<file path="src/hw/rtl/hqst_pkg.sv">
// shared types, character codes and helpers for the query string tokenizer
package hqst_pkg;

	// character codes
	localparam logic [7:0] CH_NUL     = 8'h00;
	localparam logic [7:0] CH_SPACE   = 8'h20;
	localparam logic [7:0] CH_SLASH   = 8'h2f;
	localparam logic [7:0] CH_QUEST   = 8'h3f;
	localparam logic [7:0] CH_AMP     = 8'h26;
	localparam logic [7:0] CH_EQUAL   = 8'h3d;
	localparam logic [7:0] CH_PLUS    = 8'h2b;
	localparam logic [7:0] CH_PERCENT = 8'h25;

	// token kinds
	localparam logic [1:0] KIND_PATH  = 2'd0;
	localparam logic [1:0] KIND_NAME  = 2'd1;
	localparam logic [1:0] KIND_VALUE = 2'd2;

	// escape sequence progress
	localparam logic [1:0] ESC_NONE = 2'd0;
	localparam logic [1:0] ESC_HIGH = 2'd1;
	localparam logic [1:0] ESC_LOW  = 2'd2;

	// result queue between front and back
	localparam int QDEPTH = 4;
	localparam int QPW    = $clog2(QDEPTH);
	localparam int QCW    = $clog2(QDEPTH + 1);

	typedef enum logic [6:0] {
		PH_IDLE  = 7'b0000001,
		PH_SKIP  = 7'b0000010,
		PH_PATH  = 7'b0000100,
		PH_NAME  = 7'b0001000,
		PH_VALUE = 7'b0010000,
		PH_DONE  = 7'b0100000,
		PH_DROP  = 7'b1000000
	} phase_t;

	typedef struct packed {
		logic [7:0] out_char;
		logic       char_valid;
		logic [1:0] kind;
		logic [3:0] arg_index;
		logic       token_end;
		logic       request_end;
		logic       empty_path;
		logic       no_value;
		logic       args_dropped;
	} res_t;

	// non-hex digits count as zero
	function automatic logic [3:0] hex_value(input logic [7:0] c);
		logic [3:0] v;
		v = 4'd0;
		if (c >= 8'h30 && c <= 8'h39) v = 4'(c - 8'h30);
		else if (c >= 8'h61 && c <= 8'h66) v = 4'(c - 8'h57);
		else if (c >= 8'h41 && c <= 8'h46) v = 4'(c - 8'h37);
		return v;
	endfunction

endpackage

</file>
<file path="src/hw/rtl/hqst_front.sv">
// front part: per-byte tokenizer state machine, one item per cycle while in_fire is high
module hqst_front #(
	parameter int MAX_LINE = 256,
	parameter int MAX_ARGS = 16
) (
	input  logic              clk,
	input  logic              arst_n,
	input  logic              in_fire,
	input  logic [7:0]        ch,
	input  logic              line_start,
	output logic              res_valid,
	output hqst_pkg::res_t    res
);

	localparam int PW  = $clog2(MAX_LINE + 1);
	localparam int ACW = (MAX_ARGS > 1) ? $clog2(MAX_ARGS) : 1;
	localparam int IW  = (ACW > 4) ? ACW : 4;
	localparam logic [PW-1:0]  POS_LIMIT = PW'(MAX_LINE);
	localparam logic [ACW-1:0] LAST_ARG  = ACW'(MAX_ARGS - 1);

	hqst_pkg::phase_t ph_q, ph_c, ph_n;
	logic [1:0]     esc_q, esc_c, esc_n;
	logic [3:0]     hn_q, hn_c, hn_n;
	logic [ACW-1:0] ac_q, ac_c, ac_n;
	logic [PW-1:0]  pos_q, pos_c, pos_n;
	logic           thb_q, thb_c, thb_n;
	logic           drop_q, drop_c, drop_n;

	logic           limit;
	logic           endreq;
	logic [IW-1:0]  idx_w;
	logic [1:0]     kind_c;
	logic [7:0]     dec_char;

	always_comb begin
		ph_c   = ph_q;
		esc_c  = esc_q;
		hn_c   = hn_q;
		ac_c   = ac_q;
		pos_c  = pos_q;
		thb_c  = thb_q;
		drop_c = drop_q;
		// a new line abandons whatever was in progress
		if (line_start) begin
			ph_c   = hqst_pkg::PH_SKIP;
			esc_c  = hqst_pkg::ESC_NONE;
			hn_c   = 4'd0;
			ac_c   = '0;
			pos_c  = '0;
			thb_c  = 1'b0;
			drop_c = 1'b0;
		end

		limit    = (pos_c == POS_LIMIT);
		endreq   = limit || ch == hqst_pkg::CH_SPACE || ch == hqst_pkg::CH_NUL;
		idx_w    = IW'(ac_c);
		kind_c   = (ph_c == hqst_pkg::PH_NAME) ? hqst_pkg::KIND_NAME : hqst_pkg::KIND_VALUE;
		dec_char = (ch == hqst_pkg::CH_PLUS) ? hqst_pkg::CH_SPACE : ch;

		ph_n   = ph_c;
		esc_n  = esc_c;
		hn_n   = hn_c;
		ac_n   = ac_c;
		pos_n  = pos_c;
		thb_n  = thb_c;
		drop_n = drop_c;
		res_valid = 1'b0;
		res = '0;

		unique case (ph_c)
			hqst_pkg::PH_IDLE, hqst_pkg::PH_DONE: begin
			end
			hqst_pkg::PH_SKIP: begin
				if (!limit) pos_n = pos_c + PW'(1);
				if (limit || ch == hqst_pkg::CH_NUL) begin
					ph_n = hqst_pkg::PH_DONE;
					res_valid = 1'b1;
					res.token_end = 1'b1;
					res.request_end = 1'b1;
					res.empty_path = 1'b1;
				end else if (ch == hqst_pkg::CH_SLASH) begin
					ph_n = hqst_pkg::PH_PATH;
				end
			end
			hqst_pkg::PH_PATH: begin
				if (!limit) pos_n = pos_c + PW'(1);
				res_valid = 1'b1;
				if (endreq || ch == hqst_pkg::CH_QUEST) begin
					if (endreq) begin
						ph_n = hqst_pkg::PH_DONE;
					end else begin
						ph_n  = hqst_pkg::PH_NAME;
						ac_n  = '0;
						esc_n = hqst_pkg::ESC_NONE;
					end
					res.token_end = 1'b1;
					res.request_end = endreq;
					res.empty_path = !thb_c;
				end else begin
					thb_n = 1'b1;
					res.out_char = ch;
					res.char_valid = 1'b1;
				end
			end
			hqst_pkg::PH_DROP: begin
				if (!limit) pos_n = pos_c + PW'(1);
				if (endreq) begin
					ph_n = hqst_pkg::PH_DONE;
					res_valid = 1'b1;
					res.request_end = 1'b1;
				end
			end
			hqst_pkg::PH_NAME, hqst_pkg::PH_VALUE: begin
				if (!limit) pos_n = pos_c + PW'(1);
				res.kind = kind_c;
				res.arg_index = idx_w[3:0];
				if (endreq || ch == hqst_pkg::CH_AMP ||
				    (ph_c == hqst_pkg::PH_NAME && ch == hqst_pkg::CH_EQUAL)) begin
					// any unfinished escape is dropped here
					esc_n = hqst_pkg::ESC_NONE;
					if (endreq) begin
						ph_n = hqst_pkg::PH_DONE;
					end else if (ch == hqst_pkg::CH_EQUAL) begin
						ph_n = hqst_pkg::PH_VALUE;
					end else if (ac_c == LAST_ARG) begin
						drop_n = 1'b1;
						ph_n = hqst_pkg::PH_DROP;
					end else begin
						ac_n = ac_c + ACW'(1);
						ph_n = hqst_pkg::PH_NAME;
					end
					res_valid = 1'b1;
					res.token_end = 1'b1;
					res.request_end = endreq;
					res.no_value = (ph_c == hqst_pkg::PH_NAME) && (ch != hqst_pkg::CH_EQUAL);
				end else if (esc_c == hqst_pkg::ESC_HIGH) begin
					hn_n  = hqst_pkg::hex_value(ch);
					esc_n = hqst_pkg::ESC_LOW;
				end else if (esc_c == hqst_pkg::ESC_LOW) begin
					esc_n = hqst_pkg::ESC_NONE;
					res_valid = 1'b1;
					res.out_char = {hn_c, hqst_pkg::hex_value(ch)};
					res.char_valid = 1'b1;
				end else if (ch == hqst_pkg::CH_PERCENT) begin
					esc_n = hqst_pkg::ESC_HIGH;
				end else begin
					res_valid = 1'b1;
					res.out_char = dec_char;
					res.char_valid = 1'b1;
				end
			end
			default: begin
				ph_n = hqst_pkg::PH_IDLE;
			end
		endcase
		res.args_dropped = drop_n;
		if (!in_fire) res_valid = 1'b0;
	end

	always_ff @(posedge clk or negedge arst_n) begin
		if (!arst_n) begin
			ph_q   <= hqst_pkg::PH_IDLE;
			esc_q  <= hqst_pkg::ESC_NONE;
			hn_q   <= 4'd0;
			ac_q   <= '0;
			pos_q  <= '0;
			thb_q  <= 1'b0;
			drop_q <= 1'b0;
		end else if (in_fire) begin
			ph_q   <= ph_n;
			esc_q  <= esc_n;
			hn_q   <= hn_n;
			ac_q   <= ac_n;
			pos_q  <= pos_n;
			thb_q  <= thb_n;
			drop_q <= drop_n;
		end
	end

	a_empty_path_ends_path: assert property (@(posedge clk) disable iff (!arst_n)
		res_valid && res.empty_path |-> res.token_end && res.kind == hqst_pkg::KIND_PATH)
		else $error("empty path flag on a result that does not end the path");

	a_char_not_marker: assert property (@(posedge clk) disable iff (!arst_n)
		res_valid && res.char_valid |-> !res.token_end && !res.request_end)
		else $error("byte result also marked as a token end");

	a_drop_sticky: assert property (@(posedge clk) disable iff (!arst_n)
		in_fire && !line_start && drop_q |=> drop_q)
		else $error("dropped flag cleared within a line");

endmodule

</file>
<file path="src/hw/rtl/hqst_queue.sv">
// short result queue between the tokenizer and the output stage
module hqst_queue (
	input  logic              clk,
	input  logic              arst_n,
	input  logic              push,
	input  hqst_pkg::res_t    push_data,
	output logic              full,
	input  logic              pop,
	output hqst_pkg::res_t    pop_data,
	output logic              empty
);

	hqst_pkg::res_t                  entry_q [hqst_pkg::QDEPTH];
	logic [hqst_pkg::QPW-1:0]        wr_ptr_q;
	logic [hqst_pkg::QPW-1:0]        rd_ptr_q;
	logic [hqst_pkg::QCW-1:0]        count_q;

	assign full     = (count_q == hqst_pkg::QCW'(hqst_pkg::QDEPTH));
	assign empty    = (count_q == '0);
	assign pop_data = entry_q[rd_ptr_q];

	always_ff @(posedge clk) begin
		if (push) entry_q[wr_ptr_q] <= push_data;
	end

	always_ff @(posedge clk or negedge arst_n) begin
		if (!arst_n) begin
			wr_ptr_q <= '0;
			rd_ptr_q <= '0;
			count_q  <= '0;
		end else begin
			if (push) wr_ptr_q <= wr_ptr_q + hqst_pkg::QPW'(1);
			if (pop) rd_ptr_q <= rd_ptr_q + hqst_pkg::QPW'(1);
			if (push && !pop) count_q <= count_q + hqst_pkg::QCW'(1);
			else if (pop && !push) count_q <= count_q - hqst_pkg::QCW'(1);
		end
	end

	a_count_bound: assert property (@(posedge clk) disable iff (!arst_n)
		count_q <= hqst_pkg::QCW'(hqst_pkg::QDEPTH))
		else $error("queue count beyond its depth");

	a_no_pop_empty: assert property (@(posedge clk) disable iff (!arst_n)
		pop |-> !empty)
		else $error("pop from an empty queue");

endmodule

</file>
<file path="src/hw/rtl/hqst_back.sv">
// back part: output register that drains the queue onto the master side
module hqst_back (
	input  logic              clk,
	input  logic              arst_n,
	input  logic              q_empty,
	input  hqst_pkg::res_t    q_data,
	output logic              q_pop,
	output logic              m_axis_tvalid,
	input  logic              m_axis_tready,
	output logic [15:0]       m_axis_tdata,
	output logic [6:0]        m_axis_tuser,
	output logic              m_axis_tlast
);

	logic           out_valid_q;
	hqst_pkg::res_t out_q;

	assign q_pop = !q_empty && (!out_valid_q || m_axis_tready);

	always_ff @(posedge clk or negedge arst_n) begin
		if (!arst_n) begin
			out_valid_q <= 1'b0;
		end else if (q_pop) begin
			out_valid_q <= 1'b1;
		end else if (m_axis_tready) begin
			out_valid_q <= 1'b0;
		end
	end

	always_ff @(posedge clk) begin
		if (q_pop) out_q <= q_data;
	end

	assign m_axis_tvalid = out_valid_q;
	assign m_axis_tdata  = {4'd0, out_q.arg_index, out_q.out_char};
	assign m_axis_tuser  = {out_q.args_dropped, out_q.no_value, out_q.empty_path,
	                        out_q.token_end, out_q.kind, out_q.char_valid};
	assign m_axis_tlast  = out_q.request_end;

	a_fill_when_free: assert property (@(posedge clk) disable iff (!arst_n)
		!q_empty && !out_valid_q |=> out_valid_q)
		else $error("output register left empty while the queue holds an item");

endmodule

</file>
<file path="src/hw/rtl/http_query_string_tokenizer.sv">
// top level of the request line tokenizer with query string decoding
//
//  channel   dir  tdata                          tuser / tlast
//  s_axis    in   [7:0] ch                       tuser[0] line_start
//  m_axis    out  [7:0] out_char, [11:8] arg_idx tuser: char_valid, kind, token_end,
//                                                empty_path, no_value, args_dropped;
//                                                tlast request_end
//
// one input item per cycle while the queue is not full; a result passes the queue and then the output register
// the state machine holds the whole per-line state, so its update sets the rate
// a four-entry queue and an output register decouple input from output stalls
// s_axis_tready drops only while the queue is full
// asynchronous reset returns to idle; bytes before a line_start are ignored
module http_query_string_tokenizer #(
	parameter int MAX_LINE = 256,
	parameter int MAX_ARGS = 16
) (
	input  logic        clk,
	input  logic        arst_n,
	input  logic        s_axis_tvalid,
	output logic        s_axis_tready,
	input  logic [7:0]  s_axis_tdata,   // [7:0] ch
	input  logic [0:0]  s_axis_tuser,   // [0] line_start
	output logic        m_axis_tvalid,
	input  logic        m_axis_tready,
	output logic [15:0] m_axis_tdata,   // [7:0] out_char, [11:8] arg_index, rest zero
	output logic [6:0]  m_axis_tuser,   // [0] char_valid, [2:1] kind, [3] token_end,
	                                    // [4] empty_path, [5] no_value, [6] args_dropped
	output logic        m_axis_tlast    // request_end
);

	logic           q_full;
	logic           q_empty;
	logic           q_pop;
	logic           in_fire;
	logic           res_valid;
	hqst_pkg::res_t res;
	hqst_pkg::res_t q_data;

	assign s_axis_tready = !q_full;
	assign in_fire       = s_axis_tvalid && s_axis_tready;

	hqst_front #(
		.MAX_LINE (MAX_LINE),
		.MAX_ARGS (MAX_ARGS)
	) u_front (
		.clk        (clk),
		.arst_n     (arst_n),
		.in_fire    (in_fire),
		.ch         (s_axis_tdata),
		.line_start (s_axis_tuser[0]),
		.res_valid  (res_valid),
		.res        (res)
	);

	hqst_queue u_queue (
		.clk       (clk),
		.arst_n    (arst_n),
		.push      (res_valid),
		.push_data (res),
		.full      (q_full),
		.pop       (q_pop),
		.pop_data  (q_data),
		.empty     (q_empty)
	);

	hqst_back u_back (
		.clk           (clk),
		.arst_n        (arst_n),
		.q_empty       (q_empty),
		.q_data        (q_data),
		.q_pop         (q_pop),
		.m_axis_tvalid (m_axis_tvalid),
		.m_axis_tready (m_axis_tready),
		.m_axis_tdata  (m_axis_tdata),
		.m_axis_tuser  (m_axis_tuser),
		.m_axis_tlast  (m_axis_tlast)
	);

endmodule

</file>
<file path="config.mk">
export PLATFORM = sky130hd
export DESIGN_NAME = http_query_string_tokenizer
export DESIGN_NICKNAME = d
export VERILOG_FILES = /design/src/hw/rtl/hqst_pkg.sv /design/src/hw/rtl/hqst_front.sv /design/src/hw/rtl/hqst_queue.sv /design/src/hw/rtl/hqst_back.sv /design/src/hw/rtl/http_query_string_tokenizer.sv
export SDC_FILE = /design/constraint.sdc
export NUM_CORES = 1
export LEC_CHECK = 0
export BUFFER_PORTS_ARGS = -buffer_cell sky130_fd_sc_hd__buf_2
export CORE_MARGIN = 4
export CORE_UTILIZATION = 61
export CTS_CLUSTER_SIZE = 24
export DETAILED_ROUTE_END_ITERATION = 10
export PLACE_DENSITY = 0.8
export SETUP_SLACK_MARGIN = 0.05
export SLEW_MARGIN = 20
export SYNTH_ARGS = -nofsm -noshare
export SYNTH_HDL_FRONTEND = slang
export SYNTH_SLANG_ARGS = --single-unit
</file>
<file path="constraint.sdc">
create_clock -name clk -period 4.3 [get_ports clk]
set_input_delay 0.43 -clock clk [delete_from_list [all_inputs] [get_ports clk]]
set_output_delay 0.43 -clock clk [all_outputs]
set_load 0.02 [all_outputs]
</file>
==> results.sh, run 1 <==
export IMPL_dieArea_um2=12200
export IMPL_vias=4219
export IMPL_max_slew_worst_pin_slew_ns=1.03
export IMPL_clk_path_buf_depth=2
export IMPL_yosys_area_share_simple=0.131
export IMPL_hold_path_class="primary input to asynchronous set/reset pin"
export IMPL_nets=534
export IMPL_ant_nets=0
export IMPL_postCtsSetupBuffers=0
export IMPL_cts_sinks=136
export IMPL_htree_levels=4
export IMPL_cp_arrival_ns=3.87
export IMPL_rows=37
export IMPL_io_buffer_count=34
export IMPL_grt_max_degree=37
export IMPL_synth_edf_count=100
export IMPL_die_h_um=110
export IMPL_max_slew_margin_rel=0.315
export IMPL_outcome="completed"
export IMPL_syn_instance_count=473
export IMPL_drt_iter0_markers=540
export IMPL_regArea_um2=3910
export IMPL_r2r_start="u_front.ph_q[4]"
export IMPL_syn_area_um2=6390
export IMPL_n_antenna_cell=0
export IMPL_p_leak_nw=2.72
export IMPL_reg2regPathDepth=11
export IMPL_cts_hold_buf=0
export IMPL_instances_no_fill=657
export IMPL_multi_input_area_um2=2290
export IMPL_insertion_delay_ns=0.53
export IMPL_cts_buffers=17
export IMPL_placed_cells=625
export IMPL_grt_pass1_vias=4206
export IMPL_peakVddDrop_mv=0.272
export IMPL_ys_seq_area_frac=0.611
export IMPL_drt_pass1_iterations=5
export IMPL_synth_fa_ha_area_frac=0.0266
export IMPL_post_cts_resized=0
export IMPL_timing_max_cap_violations=0
export IMPL_clk_pin_slew_worst_paths_ns=0.06
export IMPL_crit_type="flop to flop"
export IMPL_post_route_min_period_ns=3.42
export IMPL_vias_per_cell=6.42
export IMPL_core_um2=10300
export IMPL_drive_gt1_frac=0.221
export IMPL_grt_first_pass_wirelength_um=22600
export IMPL_fmax_ghz=0.293
export IMPL_endpoint_kind="flop"
export IMPL_finalHoldViolCount=0
export IMPL_syn2layout_area_growth_pct=12.7
export IMPL_rsz0062_at_grt="false"
export IMPL_fin_skew_ns=0.00918
export IMPL_tns_ns=0
export IMPL_yosysWarnings=0
export IMPL_drv_slew=0
export IMPL_cp_max_fo=9
export IMPL_pin_count=39
export IMPL_grt_overflow=0
export IMPL_wl_per_cell_um=22.1
export IMPL_cp_required_ns=4.75
export IMPL_hpwl_um=9110
export IMPL_async_flop_share=0.265
export IMPL_startpoint="u_front.ph_q[4]"
export IMPL_grt_antenna_before_repair=0
export IMPL_p_per_area_nw_per_um2=553
export IMPL_synthMuxAreaShare=0.0830
export IMPL_fin_crit_sh=0.794
export IMPL_finalSetupViolCount=0
export IMPL_cp_start_kind="flop"
export IMPL_yosys_register_bits=136
export IMPL_synthXorXnorAreaFrac=0.0233
export IMPL_gp_congestion=0.953
export IMPL_synth_avg_cell_area_um2=13.5
export IMPL_fin_total_pwr_mw=3.98
export IMPL_cts_tree="yes"
export IMPL_wirelength_um=14500
export IMPL_synth_top_family_by_area="simple AND/OR/NAND/NOR gates"
export IMPL_route_detailed_drc=0
export IMPL_synth_compound_area_frac=0.0924
export IMPL_cts_root_buf="clkbuf_8"
export IMPL_synth_cell_type_count=73
export IMPL_track_usage=0.261
export IMPL_synthFlopType="edfxtp_1"
export IMPL_post_route_util=0.700
export IMPL_initial_core_util=0.622
export IMPL_fp_dieW_um=110
export IMPL_fill_cells=672
## routing by layer
| metal | wire (µm) | track usage |
|---|---|---|
| met3 | 1330 | 0.0740 |
| met4 | 420 | 0.114 |
| met2 | 7360 | 0.429 |
| met5 | 0 | 0 |
| met1 | 5440 | 0.325 |
## per-stage QoR
step / hold slack, ns / worst slack (ns) / cell area (µm²)
final: 0.00833 / 0.884 / 7200
after global routing: 0.0560 / 0.742 / 7200
after CTS: 0.0168 / 0.911 / 7200
after detailed placement: 0.479 / 0.718 / 6650
after global placement: 0.466 / 0.847 / 6650
after floorplan: 0.134 / 0.924 / 6400
## layout by cell type, fill, tap and decap left out, types with 6 or more instances in the layout
cell type and instances:
nor3_1 8, nand2_1 41, mux4_2 20, dfrtp_1 35, and2_1 10, a21oi_1 7, xnor2_1 7, nor2b_1 6
nand2b_1 8, a22o_1 6, clkbuf_16 16, o21ai_0 29, inv_1 18, nor2_1 21, inv_6 7, edfxtp_1 100
buf_4 6, nand4_1 9, ha_1 12, buf_2 34, xor2_1 10, nand3_1 15
## cells by family after synthesis
logic type,after synthesis
flip-flops,136
buffers and inverters,45
multiplexers,27
other,1
AND/OR/NAND/NOR,153
adder cells (fa/ha/maj),13
AO/OA/AOI/OAI,81
XOR/XNOR,17
## cell type report
class                           instances  share of cell area
Sequential cell                       136               0.543
Inverter                               18             0.00939
Multi-Input combinational cell        295               0.319
Timing Repair Buffer                   40              0.0299
Clock inverter                         15              0.0183
Tap cell                              136              0.0236
Clock buffer                           17              0.0575
## critical path: stages (launching register included)
cell	delay, ns
dfrtp_1	0.48
or4_4	0.57
or4_4	0.50
o21ai_4	0.27
o21ai_2	0.11
a31oi_4	0.31
ha_1	0.25
inv_1	0.06
fa_1	0.37
xor2_1	0.15
nor2_1	0.12
xor2_1	0.15
## worst paths after layout
kind                                        endpoint  slack, ns
worst max-delay path              u_queue.count_q[2]       0.88
min in group clk                u_back.m_axis_tvalid       0.10
worst min-delay path                 u_front.ph_q[2]      0.008
max in group asynchronous            u_front.hn_q[0]       3.77
worst max register to register    u_queue.count_q[2]       0.88
worst min register to register         u_front.thb_q       0.49
## power by group
part	internal (mW)	switching, mW	leakage, nW
clock	0.732	0.604	0.263
sequential	1.60	0.188	1.41
combinational	0.379	0.475	1.04
## sequential cells by signal (all words and copies together), names as in the netlist, 2 cells and up
signal and cells:
u_back.m_axis_tuser 7, u_queue.count_q 3, u_front.ac_q 4, u_front.hn_q 4
u_front.esc_q 2, u_queue.entry_q 80, u_queue.wr_ptr_q 2, u_front.pos_q 9
u_back.m_axis_tdata 12, u_queue.rd_ptr_q 2, u_front.ph_q 7
## synthesized netlist by cell type, drive strengths merged, types with 10 or more instances
cell type	number	area, µm²
nor2	21	78.8
o21ai	32	186
edfxtp	100	3000
dfrtp	35	876
and2	11	68.8
mux4	20	450
buf	10	72.6
nand3	15	75.1
ha	12	150
clkbuf	17	65.1
xor2	10	87.6
nand2	41	154
inv	18	67.6
Note: power is estimated with default switching activity, not from simulation.
==> run 2, diff against run 1 <==
--- a/config.mk
+++ b/config.mk
@@ -5,6 +5,7 @@
 export SDC_FILE = /design/constraint.sdc
 export NUM_CORES = 1
 export LEC_CHECK = 0
+export ABC_AREA = 1
 export BUFFER_PORTS_ARGS = -buffer_cell sky130_fd_sc_hd__buf_2
 export CORE_MARGIN = 4
 export CORE_UTILIZATION = 61
==> constraint.sdc (replaced) <==
create_clock -name clk -period 3.2 [get_ports clk]
set_input_delay 0.32 -clock clk [delete_from_list [all_inputs] [get_ports clk]]
set_output_delay 0.32 -clock clk [all_outputs]
set_load 0.02 [all_outputs]
==> results.sh, run 2 <==
export IMPL_outcome="completed"
export IMPL_dieArea_um2=13100
export IMPL_track_usage=0.257
export IMPL_finalSetupViolCount=0
export IMPL_grt_first_pass_wirelength_um=25900
export IMPL_htree_levels=4
export IMPL_cp_max_fo=9
export IMPL_wl_per_cell_um=17.3
export IMPL_synthMuxAreaShare=0
export IMPL_grt_antenna_before_repair=0
export IMPL_post_cts_resized=0
export IMPL_regMostFlops="u_queue.entry_q"
export IMPL_synth_common_cells="nand2_1 (151), edfxtp_1 (100), nor2_1 (91), inv_1 (70), o21ai_0 (70)"
export IMPL_max_slew_margin_rel=0.428
export IMPL_grt_overflow=0
export IMPL_fin_crit_sh=0.914
export IMPL_synth_edf_count=100
export IMPL_synth_top_family_by_area="simple AND/OR/NAND/NOR gates"
export IMPL_pin_count=39
export IMPL_route_detailed_drc=0
export IMPL_synth_cell_type_count=41
export IMPL_cp_start_kind="flop"
export IMPL_drt_pass1_iterations=6
export IMPL_drive_gt1_frac=0.161
export IMPL_syn_instance_count=734
export IMPL_hold_path_class="primary input to asynchronous set/reset pin"
export IMPL_finalHoldViolCount=0
export IMPL_n_antenna_cell=0
export IMPL_synth_compound_area_frac=0.108
export IMPL_io_buffer_count=34
export IMPL_insertion_delay_ns=0.42
export IMPL_synth_fa_ha_area_frac=0.0247
export IMPL_fmax_ghz=0.342
export IMPL_final_common_cell="nand2_1"
export IMPL_ys_seq_area_frac=0.566
export IMPL_synth_top_area_share=0.435
export IMPL_dp_slack_ns=0.132
export IMPL_fill_cells=781
export IMPL_tns_ns=0
export IMPL_postCtsSetupBuffers=0
export IMPL_cp_required_ns=3.51
export IMPL_synthXorXnorAreaFrac=0.0165
export IMPL_cts_tree="yes"
export IMPL_post_route_min_period_ns=2.92
export IMPL_synthFlopType="edfxtp_1"
export IMPL_initial_core_util=0.631
export IMPL_endpoint_kind="flop"
export IMPL_post_route_util=0.712
export IMPL_core_um2=10900
export IMPL_drv_slew=0
export IMPL_die_h_um=114
export IMPL_nets=798
export IMPL_fp_dieW_um=114
export IMPL_clk_pin_slew_worst_paths_ns=0.07
export IMPL_timing_max_cap_violations=0
export IMPL_yosys_register_bits=136
export IMPL_async_flop_share=0.265
export IMPL_largest_register_ff_count=80
export IMPL_clk_path_buf_depth=2
export IMPL_ant_nets=0
export IMPL_wirelength_um=16000
export IMPL_hpwl_um=10700
export IMPL_vias_per_cell=5.81
export IMPL_yosysWarnings=0
export IMPL_cts_buffers=17
export IMPL_drt_iter0_markers=497
export IMPL_peakVddDrop_mv=0.580
export IMPL_grt_max_degree=43
export IMPL_rsz0062_at_grt="false"
export IMPL_p_per_area_nw_per_um2=770
export IMPL_hold_slack_ns=0.0107
export IMPL_p_leak_nw=3.31
export IMPL_cts_hold_buf=0
export IMPL_cts_sinks=136
export IMPL_grt_pass1_vias=5207
export IMPL_syn_area_um2=6900
export IMPL_cp_arrival_ns=3.24
export IMPL_synth_largest_area_cell="edfxtp_1"
export IMPL_fin_skew_ns=0.0160
export IMPL_crit_type="flop to flop"
export IMPL_rows=38
export IMPL_max_slew_worst_pin_slew_ns=0.857
export IMPL_yosysMostFrequentCell="nand2_1"
export IMPL_final_cell_mix="nand2_1 (151), edfxtp_1 (100), nor2_1 (90)"
export IMPL_fin_ws_ns=0.277
export IMPL_syn2layout_area_growth_pct=12.8
export IMPL_synthTopCellsByArea="edfxtp_1 (44%), dfrtp_1 (13%), nand2_1 (8.2%)"
export IMPL_cts_root_buf="clkbuf_16"
export IMPL_synth_avg_cell_area_um2=9.40
export IMPL_gp_congestion=0.951
export IMPL_vias=5377
export IMPL_yosys_area_share_simple=0.216
[run 2: changes by cell type after synthesis, moves of 9 or more]
cell / change
nand2_1: +110
o21ai_0: +41
o22ai_1: +21
nand2_2: +12
nand3_1: +23
nor2_1: +70
a21oi_1: +9
inv_2: +9
inv_1: +52
mux4_2: -20
and2_1: -10
[run 2: final timing paths]
kind,from,depth (start not counted),slack [ns],to
worst max-delay path,u_front.pos_q[0],19,0.28,u_queue.count_q[1]
worst min-delay path,arst_n,1,0.01,u_front.ac_q[2]
worst max register to register,u_front.pos_q[0],19,0.28,u_queue.count_q[1]
worst min register to register,u_front.ac_q[2],2,0.49,u_front.ac_q[2]
max in group asynchronous,arst_n,1,2.64,u_queue.wr_ptr_q[0]
min in group clk,m_axis_tready,2,0.09,u_back.m_axis_tvalid
[run 2: cell type report]
class / instances / area [µm²] / share of cell area
flip-flops and latches: 136 / 3910 / 0.502
multi-input cells: 490 / 2540 / 0.327
clock buffers: 17 / 425 / 0.0547
inverters: 79 / 297 / 0.0381
repair buffers: 48 / 275 / 0.0354
well taps: 140 / 175 / 0.0225
clock inverters: 15 / 161 / 0.0207
[run 2: logic make-up after synthesis]
logic type	count (synthesis)
compound gates	132
xor+xnor	13
flops	136
other cells	1
fa+ha+maj	13
buf+inv	111
simple gates	328
[run 2: worst max-delay path: stages, from the launching register on]
cell     delay, ns
dfrtp_1       0.35
inv_1         0.06
nor2_1        0.18
inv_1         0.07
ha_1          0.21
nand2_1       0.07
nor2_1        0.05
nand2_2       0.12
nand3_4       0.15
nor2_4        0.15
nand2_4       0.05
nand2_1       0.11
nand4_2       0.13
nand2_2       0.17
inv_1         0.09
ha_1          0.18
inv_1         0.10
fa_1          0.43
nor2_1        0.11
a21oi_1       0.05
[run 2: report_power, final]
part	internal, mW	switching, mW	total (mW)
combinational	0.518	1.19	1.71
sequential	2.23	0.122	2.35
clock	1.11	0.825	1.93
[run 2: routing by layer]
metal | routed length (µm) | up-vias | track usage
li1 | - | 2534 | -
met1 | 6280 | 2538 | 0.317
met2 | 8150 | 259 | 0.446
met3 | 1150 | 46 | 0.0428
met4 | 409 | 0 | 0.110
met5 | 0 | - | 0
[run 2: metrics by stage]
step	instances	total power [mW]	instance area [µm²]
after floorplan	737	3.59	6910
after global placement	893	3.98	7190
after detailed placement	893	4.06	7190
after CTS	925	6.01	7780
after global routing	925	6.32	7780
final	925	5.99	7780
==> run 3, diff against run 2 <==
--- a/config.mk
+++ b/config.mk
@@ -8,10 +8,10 @@
 export ABC_AREA = 1
 export BUFFER_PORTS_ARGS = -buffer_cell sky130_fd_sc_hd__buf_2
 export CORE_MARGIN = 4
-export CORE_UTILIZATION = 61
+export CORE_UTILIZATION = 55
 export CTS_CLUSTER_SIZE = 24
 export DETAILED_ROUTE_END_ITERATION = 10
-export PLACE_DENSITY = 0.8
+export PLACE_DENSITY = 0.73
 export SETUP_SLACK_MARGIN = 0.05
 export SLEW_MARGIN = 20
 export SYNTH_ARGS = -nofsm -noshare
==> results.sh, run 3 (same netlist as run 2, synthesis figures left out) <==
export IMPL_violations="negative hold slack"
export IMPL_p_switching_mw=2.14
export IMPL_max_slew_margin_rel=0.438
export IMPL_cts_tree="yes"
export IMPL_cts_hold_buf=0
export IMPL_vias=5257
export IMPL_fin_skew_ns=0.00929
export IMPL_core_um2=12200
export IMPL_track_usage=0.227
export IMPL_fmax_ghz=0.346
export IMPL_fin_crit_sh=0.904
export IMPL_postCtsSetupBuffers=0
export IMPL_regMostFlops="u_queue.entry_q"
export IMPL_tns_ns=0
export IMPL_ant_nets=0
export IMPL_power_share_clock=0.319
export IMPL_pin_count=39
export IMPL_n_antenna_cell=0
export IMPL_outcome="finished, violations left"
export IMPL_drt_pass1_iterations=5
export IMPL_htree_levels=4
export IMPL_io_buffer_count=34
export IMPL_grt_antenna_before_repair=0
export IMPL_clk_path_buf_depth=2
export IMPL_finalSetupViolCount=0
export IMPL_rsz0062_at_grt="false"
export IMPL_drive_gt1_frac=0.165
export IMPL_wl_per_cell_um=16.3
export IMPL_cp_required_ns=3.51
export IMPL_post_route_min_period_ns=2.89
export IMPL_initial_core_util=0.567
export IMPL_cp_start_kind="flop"
export IMPL_hpwl_um=10800
export IMPL_max_slew_worst_pin_slew_ns=0.843
export IMPL_vias_per_cell=5.49
export IMPL_internal_power_mw=3.78
export IMPL_grt_max_degree=43
export IMPL_p_leak_nw=3.32
export IMPL_grt_first_pass_wirelength_um=25400
export IMPL_cts_root_buf="clkbuf_16"
export IMPL_finalHoldViolCount=9
export IMPL_hold_slack_ns=-0.00559
export IMPL_cts_sinks=136
export IMPL_clk_pin_slew_worst_paths_ns=0.07
export IMPL_endpoint_kind="flop"
export IMPL_die_h_um=120
export IMPL_drt_iter0_markers=542
export IMPL_post_cts_resized=0
export IMPL_rows=40
export IMPL_wirelength_um=15600
export IMPL_gp_congestion=0.895
export IMPL_timing_max_cap_violations=0
export IMPL_dieArea_um2=14400
export IMPL_grt_pass1_vias=5095
export IMPL_switching_share=0.362
export IMPL_syn2layout_area_growth_pct=13.6
export IMPL_cp_arrival_ns=3.20
export IMPL_crit_type="flop to flop"
export IMPL_route_detailed_drc=0
export IMPL_peakVddDrop_mv=0.321
export IMPL_post_route_util=0.645
export IMPL_fp_dieW_um=120
export IMPL_cts_buffers=17
export IMPL_final_cell_mix="nand2_1 (151), edfxtp_1 (100), nor2_1 (91)"
export IMPL_power_frac_seq=0.395
export IMPL_p_per_area_nw_per_um2=756
export IMPL_grt_overflow=0
export IMPL_nets=803
export IMPL_largest_register_ff_count=80
export IMPL_p_comb_frac=0.286
export IMPL_drv_slew=0
export IMPL_final_common_cell="nand2_1"
export IMPL_cp_max_fo=9
export IMPL_insertion_delay_ns=0.43
export IMPL_hold_path_class="primary input to asynchronous set/reset pin"
## run 3: routing by layer
layer  vias up  GRT usage  part of all wire
li1       2557          -                 -
met2       156      0.373              0.48
met3        34     0.0514             0.051
met5         -          0                 0
met4         0     0.0966             0.020
met1      2510      0.291              0.44
## run 3: worst max-delay path: stages, from the launching register on
cell,delay [ns]
dfrtp_1,0.34
inv_1,0.04
nor2_1,0.17
inv_1,0.10
ha_1,0.21
nand2_1,0.07
nor2_1,0.05
nand2_2,0.12
nand3_4,0.15
nor2_4,0.15
nand2_4,0.05
nand2_1,0.11
nand4_2,0.12
nand2_2,0.17
inv_1,0.07
ha_1,0.17
inv_1,0.11
fa_1,0.42
nor2_1,0.09
a21oi_1,0.05
## run 3: path summary, 6_finish.rpt
kind | from | endpoint | slack [ns] | cells after the start
min in group clk | m_axis_tready | u_back.m_axis_tvalid | 0.08 | 2
hold / removal | arst_n | u_front.ph_q[5] | -0.006 | 1
setup / recovery | u_front.pos_q[1] | u_queue.count_q[1] | 0.31 | 19
setup reg to reg | u_front.pos_q[1] | u_queue.count_q[1] | 0.31 | 19
hold reg to reg | u_front.pos_q[1] | u_front.pos_q[1] | 0.48 | 2
max in group asynchronous | arst_n | u_back.m_axis_tvalid | 2.67 | 1
## run 3: power groups by stage
stage	clock [mW]	sequential, mW	combinational (mW)
final	1.89	2.34	1.69
after global routing	2.00	2.37	1.88
after CTS	1.92	2.34	1.71
after detailed placement	0	2.37	1.70
after global placement	0	2.36	1.64
after floorplan	0	2.55	1.04
## run 3: cell type report
type	count	area, µm²
fill	994	4320
sequential	136	3910
multi-input combinational	490	2540
clock buffer	17	425
timing repair buffer	53	313
inverter	79	297
tap	168	210
clock inverter	15	150
## run 3: stage by stage
step / worst slack, ns / std cells / instance area (µm²) / hold slack (ns) / power, mW
2_1_floorplan: 0.291 / 737 / 6910 / 0.0244 / 3.59
3_3_place_gp: 0.256 / 926 / 7260 / 0.460 / 4.01
3_5_place_dp: 0.160 / 926 / 7260 / 0.465 / 4.07
4_1_cts: 0.306 / 958 / 7840 / 0.0119 / 5.97
5_1_grt: 0.0512 / 958 / 7840 / 0.0499 / 6.25
6_report: 0.309 / 958 / 7840 / -0.00559 / 5.93
